<file path="src/rtl/core/gnze_pkg.sv">
package gnze_pkg;

  // Field widths
  localparam int ZONE_W       = 32;
  localparam int GRID_SIDE_W  = 16;
  localparam int SIDE_BITS    = 16;
  localparam int REACH_W      = 2;
  localparam int MAX_REACH    = 3;
  localparam int TOT_W        = 2 * SIDE_BITS;
  localparam int DIV_CNT_W    = $clog2(ZONE_W);

  // Configuration port
  localparam int CFG_IDX_W    = 2;
  localparam int CFG_DATA_W   = 32;

  typedef enum logic [CFG_IDX_W-1:0] {
    CFG_GRID_ENABLED = 2'd0,
    CFG_BASE_ZONE    = 2'd1,
    CFG_GRID_SIDE    = 2'd2,
    CFG_REACH        = 2'd3
  } cfg_idx_t;

  typedef struct packed {
    logic                   grid_enabled;
    logic [ZONE_W-1:0]      base_zone;
    logic [GRID_SIDE_W-1:0] grid_side;
    logic [REACH_W-1:0]     reach;
  } cfg_t;

  typedef struct packed {
    logic busy;
    logic done;
  } div_stat_t;

endpackage

</file>
<file path="src/rtl/core/gnze_if.sv">
interface gnze_in_if;
  logic                       valid;
  logic                       ready;
  logic [gnze_pkg::ZONE_W-1:0] current_zone;

  modport source (output valid, output current_zone, input ready);
  modport sink   (input valid, input current_zone, output ready);
endinterface

interface gnze_out_if;
  logic                       valid;
  logic                       ready;
  logic [gnze_pkg::ZONE_W-1:0] neighbour_zone;
  logic                       last_one;

  modport source (output valid, output neighbour_zone, output last_one, input ready);
  modport sink   (input valid, input neighbour_zone, input last_one, output ready);
endinterface

</file>
<file path="src/rtl/core/grid_neighbour_zone_enumerator.sv">
// Grid neighbour zone enumerator.
// Input channel in_chan carries one current_zone per transfer. If the grid
// rule is enabled and the zone lies on the configured square grid, the block
// emits on out_chan every zone of the clipped window of radius reach around
// it, row-major, with last_one set on the final one. Off-grid zones, a zero
// grid side or a disabled rule give no results.
// Configuration: cfg_we writes cfg_data into register cfg_idx (0 enable,
// 1 base zone, 2 grid side, 3 reach); write only while idle.
// Timing: one item at a time; in_chan.ready is high only when idle. After a
// transfer the block runs range checks (CHECK, CMP), then the shared
// bit-serial divider (32 steps for row and column, then a hand-off), then
// window setup (SETUP, START) before the first result shows. The window
// then streams at one result per cycle while out_chan.ready is high (up to
// 49), and ready returns the cycle after the last result transfers. A rejected
// zone brings ready back once its range checks are done.
// A stalled receiver holds the current result in the output register.
// Reset (rst_n low, synchronous) empties the block and restores register
// defaults: rule off, base 0, side 1, reach 0.
module grid_neighbour_zone_enumerator (
  input  logic                             clk,
  input  logic                             rst_n,
  gnze_in_if.sink                          in_chan,
  gnze_out_if.source                       out_chan,
  input  logic                             cfg_we,
  input  logic [gnze_pkg::CFG_IDX_W-1:0]   cfg_idx,
  input  logic [gnze_pkg::CFG_DATA_W-1:0]  cfg_data
);

  localparam int ZW = gnze_pkg::ZONE_W;
  localparam int SB = gnze_pkg::SIDE_BITS;
  localparam int RW = gnze_pkg::REACH_W;
  localparam int TW = gnze_pkg::TOT_W;

  typedef enum logic [6:0] {
    ST_IDLE  = 7'b0000001,
    ST_CHECK = 7'b0000010,
    ST_CMP   = 7'b0000100,
    ST_DIV   = 7'b0001000,
    ST_SETUP = 7'b0010000,
    ST_START = 7'b0100000,
    ST_EMIT  = 7'b1000000
  } state_t;

  state_t state_r, state_nxt;

  gnze_pkg::cfg_t      cfg;
  gnze_pkg::div_stat_t div_stat;
  logic                div_start;
  logic [SB-1:0]       row, col;
  logic [SB-1:0]       side;

  logic [ZW-1:0]       zone_r;
  logic [ZW-1:0]       linear_r;
  logic [TW-1:0]       total_r;
  logic                ok_r;
  logic [SB-1:0]       r_r, c_r, clo_r, rhi_r, chi_r;
  logic [RW-1:0]       dc_r;
  logic [RW+SB-1:0]    dr_side_r;
  logic [ZW-1:0]       z_r, row_start_r;

  logic [ZW:0]         zdiff;
  logic [RW-1:0]       rad;
  logic [SB-1:0]       rad_ext, side_m1;
  logic [SB-1:0]       rlo, rhi, clo, chi;
  logic [SB:0]         rsum, csum;
  logic [SB-1:0]       dr_full, dc_full;
  logic [ZW-1:0]       start_zone;
  logic                in_xfer, out_xfer, last, on_grid;

  gnze_cfg_regs u_cfg (
    .clk      (clk),
    .rst_n    (rst_n),
    .cfg_we   (cfg_we),
    .cfg_idx  (cfg_idx),
    .cfg_data (cfg_data),
    .cfg      (cfg)
  );

  gnze_div u_div (
    .clk       (clk),
    .rst_n     (rst_n),
    .start     (div_start),
    .dividend  (linear_r),
    .divisor   (side),
    .quotient  (row),
    .remainder (col),
    .stat      (div_stat)
  );

  assign side = cfg.grid_side[SB-1:0];

  // Handshake
  assign in_chan.ready           = (state_r == ST_IDLE);
  assign in_xfer                 = in_chan.valid && in_chan.ready;
  assign out_chan.valid          = (state_r == ST_EMIT);
  assign out_chan.neighbour_zone = z_r;
  assign last                    = (r_r == rhi_r) && (c_r == chi_r);
  assign out_chan.last_one       = last;
  assign out_xfer                = out_chan.valid && out_chan.ready;

  // Offset from the base zone; top bit flags a zone below base
  assign zdiff   = {1'b0, zone_r} - {1'b0, cfg.base_zone};
  assign on_grid = ok_r && ({1'b0, linear_r} < {{(ZW + 1 - TW){1'b0}}, total_r});
  assign div_start = (state_r == ST_CMP) && on_grid;

  // Window bounds, clipped to the grid edges
  assign rad     = (cfg.reach > RW'(gnze_pkg::MAX_REACH)) ? RW'(gnze_pkg::MAX_REACH)
                                                          : cfg.reach;
  assign rad_ext = {{(SB - RW){1'b0}}, rad};
  assign side_m1 = side - 1'b1;
  assign rsum    = {1'b0, row} + {1'b0, rad_ext};
  assign csum    = {1'b0, col} + {1'b0, rad_ext};
  assign rlo     = (row >= rad_ext) ? row - rad_ext : '0;
  assign clo     = (col >= rad_ext) ? col - rad_ext : '0;
  assign rhi     = (rsum > {1'b0, side_m1}) ? side_m1 : rsum[SB-1:0];
  assign chi     = (csum > {1'b0, side_m1}) ? side_m1 : csum[SB-1:0];
  assign dr_full = row - rlo;
  assign dc_full = col - clo;

  // Zone of the window's top-left cell
  assign start_zone = zone_r - {{(ZW - RW - SB){1'b0}}, dr_side_r}
                             - {{(ZW - RW){1'b0}}, dc_r};

  // Sequencer
  always_comb begin
    state_nxt = state_r;
    case (state_r)
      ST_IDLE:  if (in_xfer) state_nxt = ST_CHECK;
      ST_CHECK: state_nxt = ST_CMP;
      ST_CMP:   state_nxt = on_grid ? ST_DIV : ST_IDLE;
      ST_DIV:   if (div_stat.done) state_nxt = ST_SETUP;
      ST_SETUP: state_nxt = ST_START;
      ST_START: state_nxt = ST_EMIT;
      ST_EMIT:  if (out_xfer && last) state_nxt = ST_IDLE;
      default:  state_nxt = ST_IDLE;
    endcase
  end

  always_ff @(posedge clk) begin
    if (!rst_n) begin
      state_r <= ST_IDLE;
    end else begin
      state_r <= state_nxt;
    end
  end

  // Datapath registers
  always_ff @(posedge clk) begin
    case (state_r)
      ST_IDLE: begin
        if (in_xfer) zone_r <= in_chan.current_zone;
      end
      ST_CHECK: begin
        linear_r <= zdiff[ZW-1:0];
        total_r  <= {{(TW - SB){1'b0}}, side} * {{(TW - SB){1'b0}}, side};
        ok_r     <= cfg.grid_enabled && (side != '0) && !zdiff[ZW];
      end
      ST_SETUP: begin
        r_r       <= rlo;
        c_r       <= clo;
        clo_r     <= clo;
        rhi_r     <= rhi;
        chi_r     <= chi;
        dc_r      <= dc_full[RW-1:0];
        dr_side_r <= {{SB{1'b0}}, dr_full[RW-1:0]} * {{RW{1'b0}}, side};
      end
      ST_START: begin
        z_r         <= start_zone;
        row_start_r <= start_zone;
      end
      ST_EMIT: begin
        // Advance along the row, wrap to the next row at its right edge
        if (out_xfer && !last) begin
          if (c_r == chi_r) begin
            c_r         <= clo_r;
            r_r         <= r_r + 1'b1;
            row_start_r <= row_start_r + {{(ZW - SB){1'b0}}, side};
            z_r         <= row_start_r + {{(ZW - SB){1'b0}}, side};
          end else begin
            c_r <= c_r + 1'b1;
            z_r <= z_r + 1'b1;
          end
        end
      end
      default: ;
    endcase
  end

endmodule

</file>
<file path="src/rtl/core/gnze_cfg_regs.sv">
module gnze_cfg_regs (
  input  logic                              clk,
  input  logic                              rst_n,
  input  logic                              cfg_we,
  input  logic [gnze_pkg::CFG_IDX_W-1:0]    cfg_idx,
  input  logic [gnze_pkg::CFG_DATA_W-1:0]   cfg_data,
  output gnze_pkg::cfg_t                    cfg
);

  gnze_pkg::cfg_t cfg_r;
  gnze_pkg::cfg_idx_t idx;

  assign idx = gnze_pkg::cfg_idx_t'(cfg_idx);
  assign cfg = cfg_r;

  // Write one register per transfer, masked to its width
  always_ff @(posedge clk) begin
    if (!rst_n) begin
      cfg_r.grid_enabled <= 1'b0;
      cfg_r.base_zone    <= '0;
      cfg_r.grid_side    <= gnze_pkg::GRID_SIDE_W'(1);
      cfg_r.reach        <= '0;
    end else if (cfg_we) begin
      case (idx)
        gnze_pkg::CFG_GRID_ENABLED: cfg_r.grid_enabled <= cfg_data[0];
        gnze_pkg::CFG_BASE_ZONE:    cfg_r.base_zone    <= cfg_data[gnze_pkg::ZONE_W-1:0];
        gnze_pkg::CFG_GRID_SIDE:    cfg_r.grid_side    <= cfg_data[gnze_pkg::GRID_SIDE_W-1:0];
        gnze_pkg::CFG_REACH:        cfg_r.reach        <= cfg_data[gnze_pkg::REACH_W-1:0];
        default: ;
      endcase
    end
  end

endmodule

</file>
<file path="src/rtl/core/gnze_div.sv">
module gnze_div (
  input  logic                             clk,
  input  logic                             rst_n,
  input  logic                             start,
  input  logic [gnze_pkg::ZONE_W-1:0]      dividend,
  input  logic [gnze_pkg::SIDE_BITS-1:0]   divisor,
  output logic [gnze_pkg::SIDE_BITS-1:0]   quotient,
  output logic [gnze_pkg::SIDE_BITS-1:0]   remainder,
  output gnze_pkg::div_stat_t              stat
);

  localparam int SB = gnze_pkg::SIDE_BITS;
  localparam int ZW = gnze_pkg::ZONE_W;

  logic [ZW-1:0]                   quo_r;
  logic [SB-1:0]                   rem_r;
  logic [gnze_pkg::DIV_CNT_W-1:0]  cnt_r;
  logic                            busy_r;
  logic                            done_r;

  logic [SB:0]   trial;
  logic [SB:0]   diff;
  logic          fits;

  // One restoring step: shift in the next dividend bit, subtract if it fits
  assign trial = {rem_r, quo_r[ZW-1]};
  assign diff  = trial - {1'b0, divisor};
  assign fits  = (trial >= {1'b0, divisor});

  assign quotient  = quo_r[SB-1:0];
  assign remainder = rem_r;
  assign stat.busy = busy_r;
  assign stat.done = done_r;

  // Sequence one bit per cycle
  always_ff @(posedge clk) begin
    if (!rst_n) begin
      busy_r <= 1'b0;
      done_r <= 1'b0;
      cnt_r  <= '0;
    end else begin
      done_r <= 1'b0;
      if (start) begin
        busy_r <= 1'b1;
        cnt_r  <= '0;
      end else if (busy_r) begin
        cnt_r <= cnt_r + 1'b1;
        if (cnt_r == gnze_pkg::DIV_CNT_W'(ZW - 1)) begin
          busy_r <= 1'b0;
          done_r <= 1'b1;
        end
      end
    end
  end

  // Shift the working registers
  always_ff @(posedge clk) begin
    if (start) begin
      quo_r <= dividend;
      rem_r <= '0;
    end else if (busy_r) begin
      quo_r <= {quo_r[ZW-2:0], fits};
      rem_r <= fits ? diff[SB-1:0] : trial[SB-1:0];
    end
  end

endmodule

</file>
<file path="src/flat_wrapper.sv">
// flat-port wrapper written by rule: the top's interface ports become plain ports
module grid_neighbour_zone_enumerator_flat 
  (clk, rst_n, cfg_we, cfg_idx, cfg_data, in_chan_valid, in_chan_current_zone, in_chan_ready, out_chan_valid, out_chan_neighbour_zone, out_chan_last_one, out_chan_ready);
  gnze_in_if in_chan_i ();
  gnze_out_if out_chan_i ();
  input  logic clk;
  input  logic rst_n;
  input  logic cfg_we;
  input  logic [gnze_pkg::CFG_IDX_W-1:0] cfg_idx;
  input  logic [gnze_pkg::CFG_DATA_W-1:0] cfg_data;
  input wire logic [$bits(in_chan_i.valid)-1:0] in_chan_valid;
  input wire logic [$bits(in_chan_i.current_zone)-1:0] in_chan_current_zone;
  output wire logic [$bits(in_chan_i.ready)-1:0] in_chan_ready;
  output wire logic [$bits(out_chan_i.valid)-1:0] out_chan_valid;
  output wire logic [$bits(out_chan_i.neighbour_zone)-1:0] out_chan_neighbour_zone;
  output wire logic [$bits(out_chan_i.last_one)-1:0] out_chan_last_one;
  input wire logic [$bits(out_chan_i.ready)-1:0] out_chan_ready;
  assign in_chan_i.valid = in_chan_valid;
  assign in_chan_i.current_zone = in_chan_current_zone;
  assign in_chan_ready = in_chan_i.ready;
  assign out_chan_valid = out_chan_i.valid;
  assign out_chan_neighbour_zone = out_chan_i.neighbour_zone;
  assign out_chan_last_one = out_chan_i.last_one;
  assign out_chan_i.ready = out_chan_ready;
  grid_neighbour_zone_enumerator u_core (.clk(clk), .rst_n(rst_n), .in_chan(in_chan_i), .out_chan(out_chan_i), .cfg_we(cfg_we), .cfg_idx(cfg_idx), .cfg_data(cfg_data));
endmodule
</file>
<file path="config.mk">
export PLATFORM = sky130hd
export DESIGN_NAME = grid_neighbour_zone_enumerator_flat
export DESIGN_NICKNAME = d
export VERILOG_FILES = /design/src/rtl/core/gnze_pkg.sv /design/src/rtl/core/gnze_if.sv /design/src/rtl/core/grid_neighbour_zone_enumerator.sv /design/src/rtl/core/gnze_cfg_regs.sv /design/src/rtl/core/gnze_div.sv /design/src/flat_wrapper.sv
export SDC_FILE = /design/constraint.sdc
export NUM_CORES = 2
export LEC_CHECK = 0
export ABC_CLOCK_PERIOD_IN_PS = 8390
export BUFFER_PORTS_ARGS = -buffer_cell sky130_fd_sc_hd__buf_2
export CAP_MARGIN = 20
export CORE_MARGIN = 4
export CORE_UTILIZATION = 55
export DETAILED_ROUTE_END_ITERATION = 10
export PLACE_DENSITY = 0.75
export SLEW_MARGIN = 20
export SYNTH_ARGS = -nofsm -noshare
export SYNTH_HDL_FRONTEND = slang
export SYNTH_SLANG_ARGS = --single-unit
</file>
<file path="constraint.sdc">
create_clock -name clk -period 8.39 [get_ports clk]
set_input_delay 0.4195 -clock clk [delete_from_list [all_inputs] [get_ports clk]]
set_output_delay 0.4195 -clock clk [all_outputs]
set_load 0.005 [all_outputs]
</file>
Word-level counts from Yosys, hierarchy flattened

Index checks and enable logic that the tools add are counted.

Register bits: 374
Output and inout port bits: 35
Logic and storage cells: 125

Equality and inequality tests: 18
$add $sub $neg: 16
Multipliers: 2
Reduce and logical (&&, ||, !) cells: 28
Magnitude comparators: 7
Bitwise operators: 2
Multiplexer cells: 29

Operators by type and width:

| kind                  | count |
|---|---|
| $mux 32               | 6 |
| $mux 16               | 9 |
| $pmux 32 s2           | 2 |
| $pmux 16 s2           | 2 |
| $pmux 7 s7            | 1 |
| $add 16x2->17         | 2 |
| $gt 17x16->1          | 2 |
| $sub 32x32->33        | 1 |
| $add 16x1->16 const B | 2 |
| $add 32x1->32 const B | 1 |
| $add 32x16->32        | 1 |
| $eq 16x16->1          | 2 |
| $ge 16x2->1           | 2 |
| $lt 32x32->1          | 1 |
| $mul 16x16->32        | 1 |
| $sub 16x2->16         | 2 |
| $sub 32x18->32        | 1 |
| $sub 32x2->32         | 1 |
| $mux 7                | 3 |
| $mul 2x16->18         | 1 |
| $ge 17x16->1          | 1 |
| $reduce_bool 16->1    | 1 |
| $sub 16x1->16 const B | 1 |
| $sub 16x16->16        | 1 |
| 26 further kinds      | 55 |

Logic depth before layout (Yosys ltp)

Depth in word-level cells: 6
Mapped depth: 28
Gate-level depth less buffers: 26

Hierarchy

Synthesis repeated with hierarchy kept, for this count alone.

Cell total of the unflattened synthesis: 3,455
Area, all modules: 32,712.6 um2

Modules (own cells, without submodules):

| module                         | cells each | area an instance (um2) | times used |
|---|---|---|---|
| grid_neighbour_zone_enumerator | 2,910      | 27,171.1               | 1 |
| gnze_div                       | 340        | 3,529.6                | 1 |
| gnze_cfg_regs                  | 205        | 2,011.9                | 1 |

Least setup slack after synthesis

No wires, ideal clock.

Kind: register to register
Start point: register u_core.state_r[0]
End point: register u_core.c_r[0] (enable)
Data required time: 7.998 ns
Period minus slack after synthesis: 9.286 ns
Buffers on the path: 0
Stages on the path, launching flop included: 5
Slack: -0.896 ns
Arrival: 8.894 ns
Path through: dfxtp_1 -> nor3_1 -> nand2b_1 -> nor4b_1 -> o21bai_1

Word-level cells in the longest chain between the ends: 5

Ends and longest elaborated chain:

| element                        | line                                                                        | text |
|---|---|---|
| start: declaration             | grid_neighbour_zone_enumerator.sv:44                                        | `state_t state_r, state_nxt;` |
| start signal: assignment       | grid_neighbour_zone_enumerator.sv:143                                       | `state_r <= state_nxt;` |
| $eq 7x7->1                     | grid_neighbour_zone_enumerator.sv:95, grid_neighbour_zone_enumerator.sv:149 |  |
| $logic_and 1x1->1              | grid_neighbour_zone_enumerator.sv:99                                        | `assign out_xfer = out_chan.valid && out_chan.ready;` |
| $logic_and 1x1->1              | grid_neighbour_zone_enumerator.sv:173                                       | `if (out_xfer && !last) begin` |
| $ne 2x2->1 (no line)           | --                                                                          |  |
| $reduce_and 2->1 (no line) (*) | --                                                                          |  |
| end signal: assignment         | grid_neighbour_zone_enumerator.sv:160                                       | `c_r <= clo;` |
| end signal: assignment         | grid_neighbour_zone_enumerator.sv:175                                       | `c_r <= clo_r;` |
| end signal: assignment         | grid_neighbour_zone_enumerator.sv:180                                       | `c_r <= c_r + 1'b1;` |
| end: declaration               | grid_neighbour_zone_enumerator.sv:56                                        | `logic [SB-1:0] r_r, c_r, clo_r, rhi_r, chi_r;` |

Mark *: on every way between the ends. The rest lies on a longest branch, timed or not.
A chain may end at the register's enable or synchronous reset.

Final worst setup path

Start point: register u_core.u_cfg.cfg_r, in the netlist u_core.u_cfg.cfg[17]
End point: register u_core.total_r[28] (data pin)

Word-level cells in the longest chain between the ends: 1

Ends and longest elaborated chain:

| element                | line                                  | text |
|---|---|---|
| start: declaration     | gnze_cfg_regs.sv:10                   | `gnze_pkg::cfg_t cfg_r;` |
| $mul 16x16->32         | grid_neighbour_zone_enumerator.sv:155 | `total_r <= {{(TW - SB){1'b0}}, side} * {{(TW - SB){1'b0}}, side};` |
| end signal: assignment | grid_neighbour_zone_enumerator.sv:155 |  |
| end: declaration       | grid_neighbour_zone_enumerator.sv:54  | `logic [TW-1:0] total_r;` |

No other way between the ends.

==> impl_metrics.env <==
export IMPL_slew_violations=0
export IMPL_synth_warnings=0
export IMPL_postCtsHoldBufs=23
export IMPL_antenna_found_initial=2
export IMPL_power_density_nw_per_um2=160
export IMPL_cp_end_kind="register"
export IMPL_internal_power_mw=3.83
export IMPL_yosysUniqueCellTypes=82
export IMPL_cts_setup_buffers=0
export IMPL_area_growth_syn_to_layout_pct=9.88
export IMPL_drtIter0Drc=2244
export IMPL_dpl_hpwl_mm=61.9
export IMPL_postRouteAntennaNets=0
export IMPL_max_freq_ghz=0.145
export IMPL_clkPwrFrac_pct=35.5
export IMPL_finalNonFillerCells=4229
export IMPL_ys_async_sr_fraction_pct=0
export IMPL_hold_path_depth=1
export IMPL_whs_ps=17.0
export IMPL_syn_area_um2=31400
export IMPL_power_leakage_nw=15.4
export IMPL_r2r_cells=25
export IMPL_viasPerCell=5.73
export IMPL_clkTransAtPathRegs_ps=60
export IMPL_wl_mm=82.2
export IMPL_firstDrtPassIters=6
export IMPL_crit_fanout=13
export IMPL_critPathRequiredTime_ps=8740
export IMPL_setup_viol=0
export IMPL_io_buffers=105
export IMPL_worstMarginPinSlew_ps=971
export IMPL_synth_edff_count=292
export IMPL_ys_flop_type="edfxtp_1"
export IMPL_grt_max_degree=86
export IMPL_cts_tree="done"
export IMPL_p_sw_mw=1.69
export IMPL_synth_avg_cell_area_um2=9.41
export IMPL_die_x_um=247
export IMPL_fin_crit_ps=6920
export IMPL_path_class="register to register"
export IMPL_rows=87
export IMPL_peakVddDrop_mv=0.124
export IMPL_cts_buffers=43
export IMPL_critPathArrivalTime_ps=7260
export IMPL_route_detailed_drc=0
export IMPL_synthCells=3341
export IMPL_fin_nets=3976
export IMPL_seq_area_um2=10400
export IMPL_pwr_share_comb_pct=24.4
export IMPL_cts_sinks=373
export IMPL_place_congestion=0.928
export IMPL_grt_pass1_wl_mm=130
export IMPL_clockBufferDepth=3
export IMPL_drive_gt1_share_pct=7.86
export IMPL_fin_skew_ps=40.4
export IMPL_outcome="finished clean"
export IMPL_htree_levels=2
export IMPL_synth_seq_cells=373
export IMPL_track_usage_pct=27.1
export IMPL_via_count=24200
export IMPL_p_sw_share_pct=30.6
export IMPL_maxCapViolCount=0
export IMPL_core_area_um2=56500
export IMPL_maxSlewHeadroom_pct=34.4
export IMPL_cts_root_buf="clkbuf_16"
export IMPL_seq_power_share_pct=40.1
export IMPL_syn_nets=3880
export IMPL_die_area_um2=61000
export IMPL_grt_pass1_vias=23300
export IMPL_ios=106
export IMPL_fin_crit_sh_pct=82.4
export IMPL_yosysSeqAreaShare_pct=33.1
export IMPL_initial_utilization_pct=55.6
export IMPL_grt_ovfl_total=0
export IMPL_total_power_mw=5.51
export IMPL_hold_violations=0
export IMPL_worstSetupStartpointType="register"
export IMPL_clk_latency_ps=590
export IMPL_wire_per_inst_um=19.4
export IMPL_cts_resized_gates=0
export IMPL_post_route_util_pct=61.1
export IMPL_min_path_type="primary input to register"
export IMPL_die_h_um=247
export IMPL_dp_cells=4122
export IMPL_rsz0062_at_grt="false"
export IMPL_tns_ps=0
export IMPL_multi_input_area_um2=19000
export IMPL_nFillCells=4655
sequential cells by signal (all words and copies together), names as in the netlist, 2 cells and up:
name                            flops
u_core.rhi_r                       16
u_core.chi_r                       16
u_core.c_r                         16
u_core.state_r                      7
u_core.clo_r                       16
u_core.dc_r                         2
u_core.zone_r                      32
u_core.u_div.cnt_r                  5
u_core.dr_side_r                   18
u_core.u_div.quo_r                 32
u_core.r_r                         16
u_core.u_div.remainder             16
u_core.out_chan.neighbour_zone     32
u_core.linear_r                    32
u_core.total_r                     31
u_core.u_cfg.cfg                   51
u_core.row_start_r                 32
kinds of logic after synthesis:
family	synth area share [%]
multiplexers	2.46
AO/OA/AOI/OAI	12.6
buffers and inverters	6.88
flip-flops	33.1
XOR/XNOR	8.14
AND/OR/NAND/NOR	14.0
adder cells (fa/ha/maj)	22.8
metrics by stage:
| step | area (um2) | setup slack (ps) |
|---|---|---|
| global route | 34500 | 1110 |
| detailed placement | 32800 | 1530 |
| finish | 34500 | 1470 |
| global placement | 32800 | 1630 |
| floorplan | 31400 | 372 |
| CTS | 34500 | 1520 |
cell type report:
cell class / instances / area share, %
multi-input cells: 2402 / 54.9
flip-flops and latches: 373 / 30.1
inverters: 446 / 4.85
clock buffers: 56 / 3.53
repair buffers: 171 / 3.19
well taps: 756 / 2.74
clock inverters: 24 / 0.685
diodes: 1 / 0.00725
power groups by stage:
stage	Clock (mW)	Combinational [mW]	Sequential [mW]
2_1_floorplan	0	1.01	2.19
3_3_place_gp	0	1.28	2.24
3_5_place_dp	0	1.30	2.24
4_1_cts	1.98	1.32	2.20
5_1_grt	2.06	1.50	2.21
6_report	1.96	1.35	2.21
critical path: stages, from the launching register on:
cell      delay (ps)
dfxtp_1          300
buf_4            210
inv_1            260
nor2_1           410
xnor2_1          130
ha_1             280
inv_1             50
fa_1             550
inv_1             60
fa_1             510
fa_1             530
fa_1             550
inv_1             60
fa_1             530
inv_1             40
ha_1             340
a21o_1           200
a21o_1           170
a21o_1           180
a221o_1          320
nand2_1           70
o211ai_1         170
a31o_2           320
o2111a_1         140
nor3_1           210
xnor2_1           90
cell usage in the layout (no fill, tap or decap), drive strengths merged, types with 81 or more instances in the layout:
cell    synthesis  final
nand2         364    364
buf            20    147
nand3          81     81
inv           438    439
xnor2         152    152
dfxtp          81     81
ha            294    294
o21ai         147    147
nor2          239    239
fa            174    174
edfxtp        292    292
xor2          140    140
a21oi         133    133
worst paths after layout:
| kind | start | slack [ps] | end |
|---|---|---|---|
| worst max register to register | u_core.u_cfg.cfg[17] | 1470 | u_core.total_r[28] |
| worst min-delay path | in_chan_current_zone[24] | 20 | u_core.zone_r[24] |
| worst min register to register | u_core.u_cfg.cfg[28] | 460 | u_core.u_cfg.cfg[28] |
| worst max-delay path | u_core.u_cfg.cfg[17] | 1470 | u_core.total_r[28] |
cells in the mapped netlist, types with 25 or more instances:
master	instances	area [um2]
fa_1	174	3480
mux2i_1	39	390
inv_1	434	1630
clkbuf_1	100	375
and3_1	38	238
nor2_1	239	897
dfxtp_1	81	1620
edfxtp_1	292	8770
o21a_1	28	210
nor4_1	25	156
xor2_1	140	1230
nor3_1	37	185
xnor2_1	152	1330
nand4_1	38	238
nand2b_1	34	213
a21oi_1	132	661
ha_1	294	3680
nand3_1	81	405
nand2_1	364	1370
and2_1	25	156
a21o_1	76	571
nor2b_1	26	163
o21ai_0	143	716
a21boi_0	55	413
per-layer routing:
metal  GRT usage (%)  share of wire (%)  vias up  wire (um)
met2            40.7                 43      972      35400
li1                -                  -    11600          -
met1            40.0                 44    11500      36300
met4            8.04                3.1        0       2540
met3            5.41                9.7      150       7960
met5               0                  0        -          0
Power figures use the tool's default switching activity.
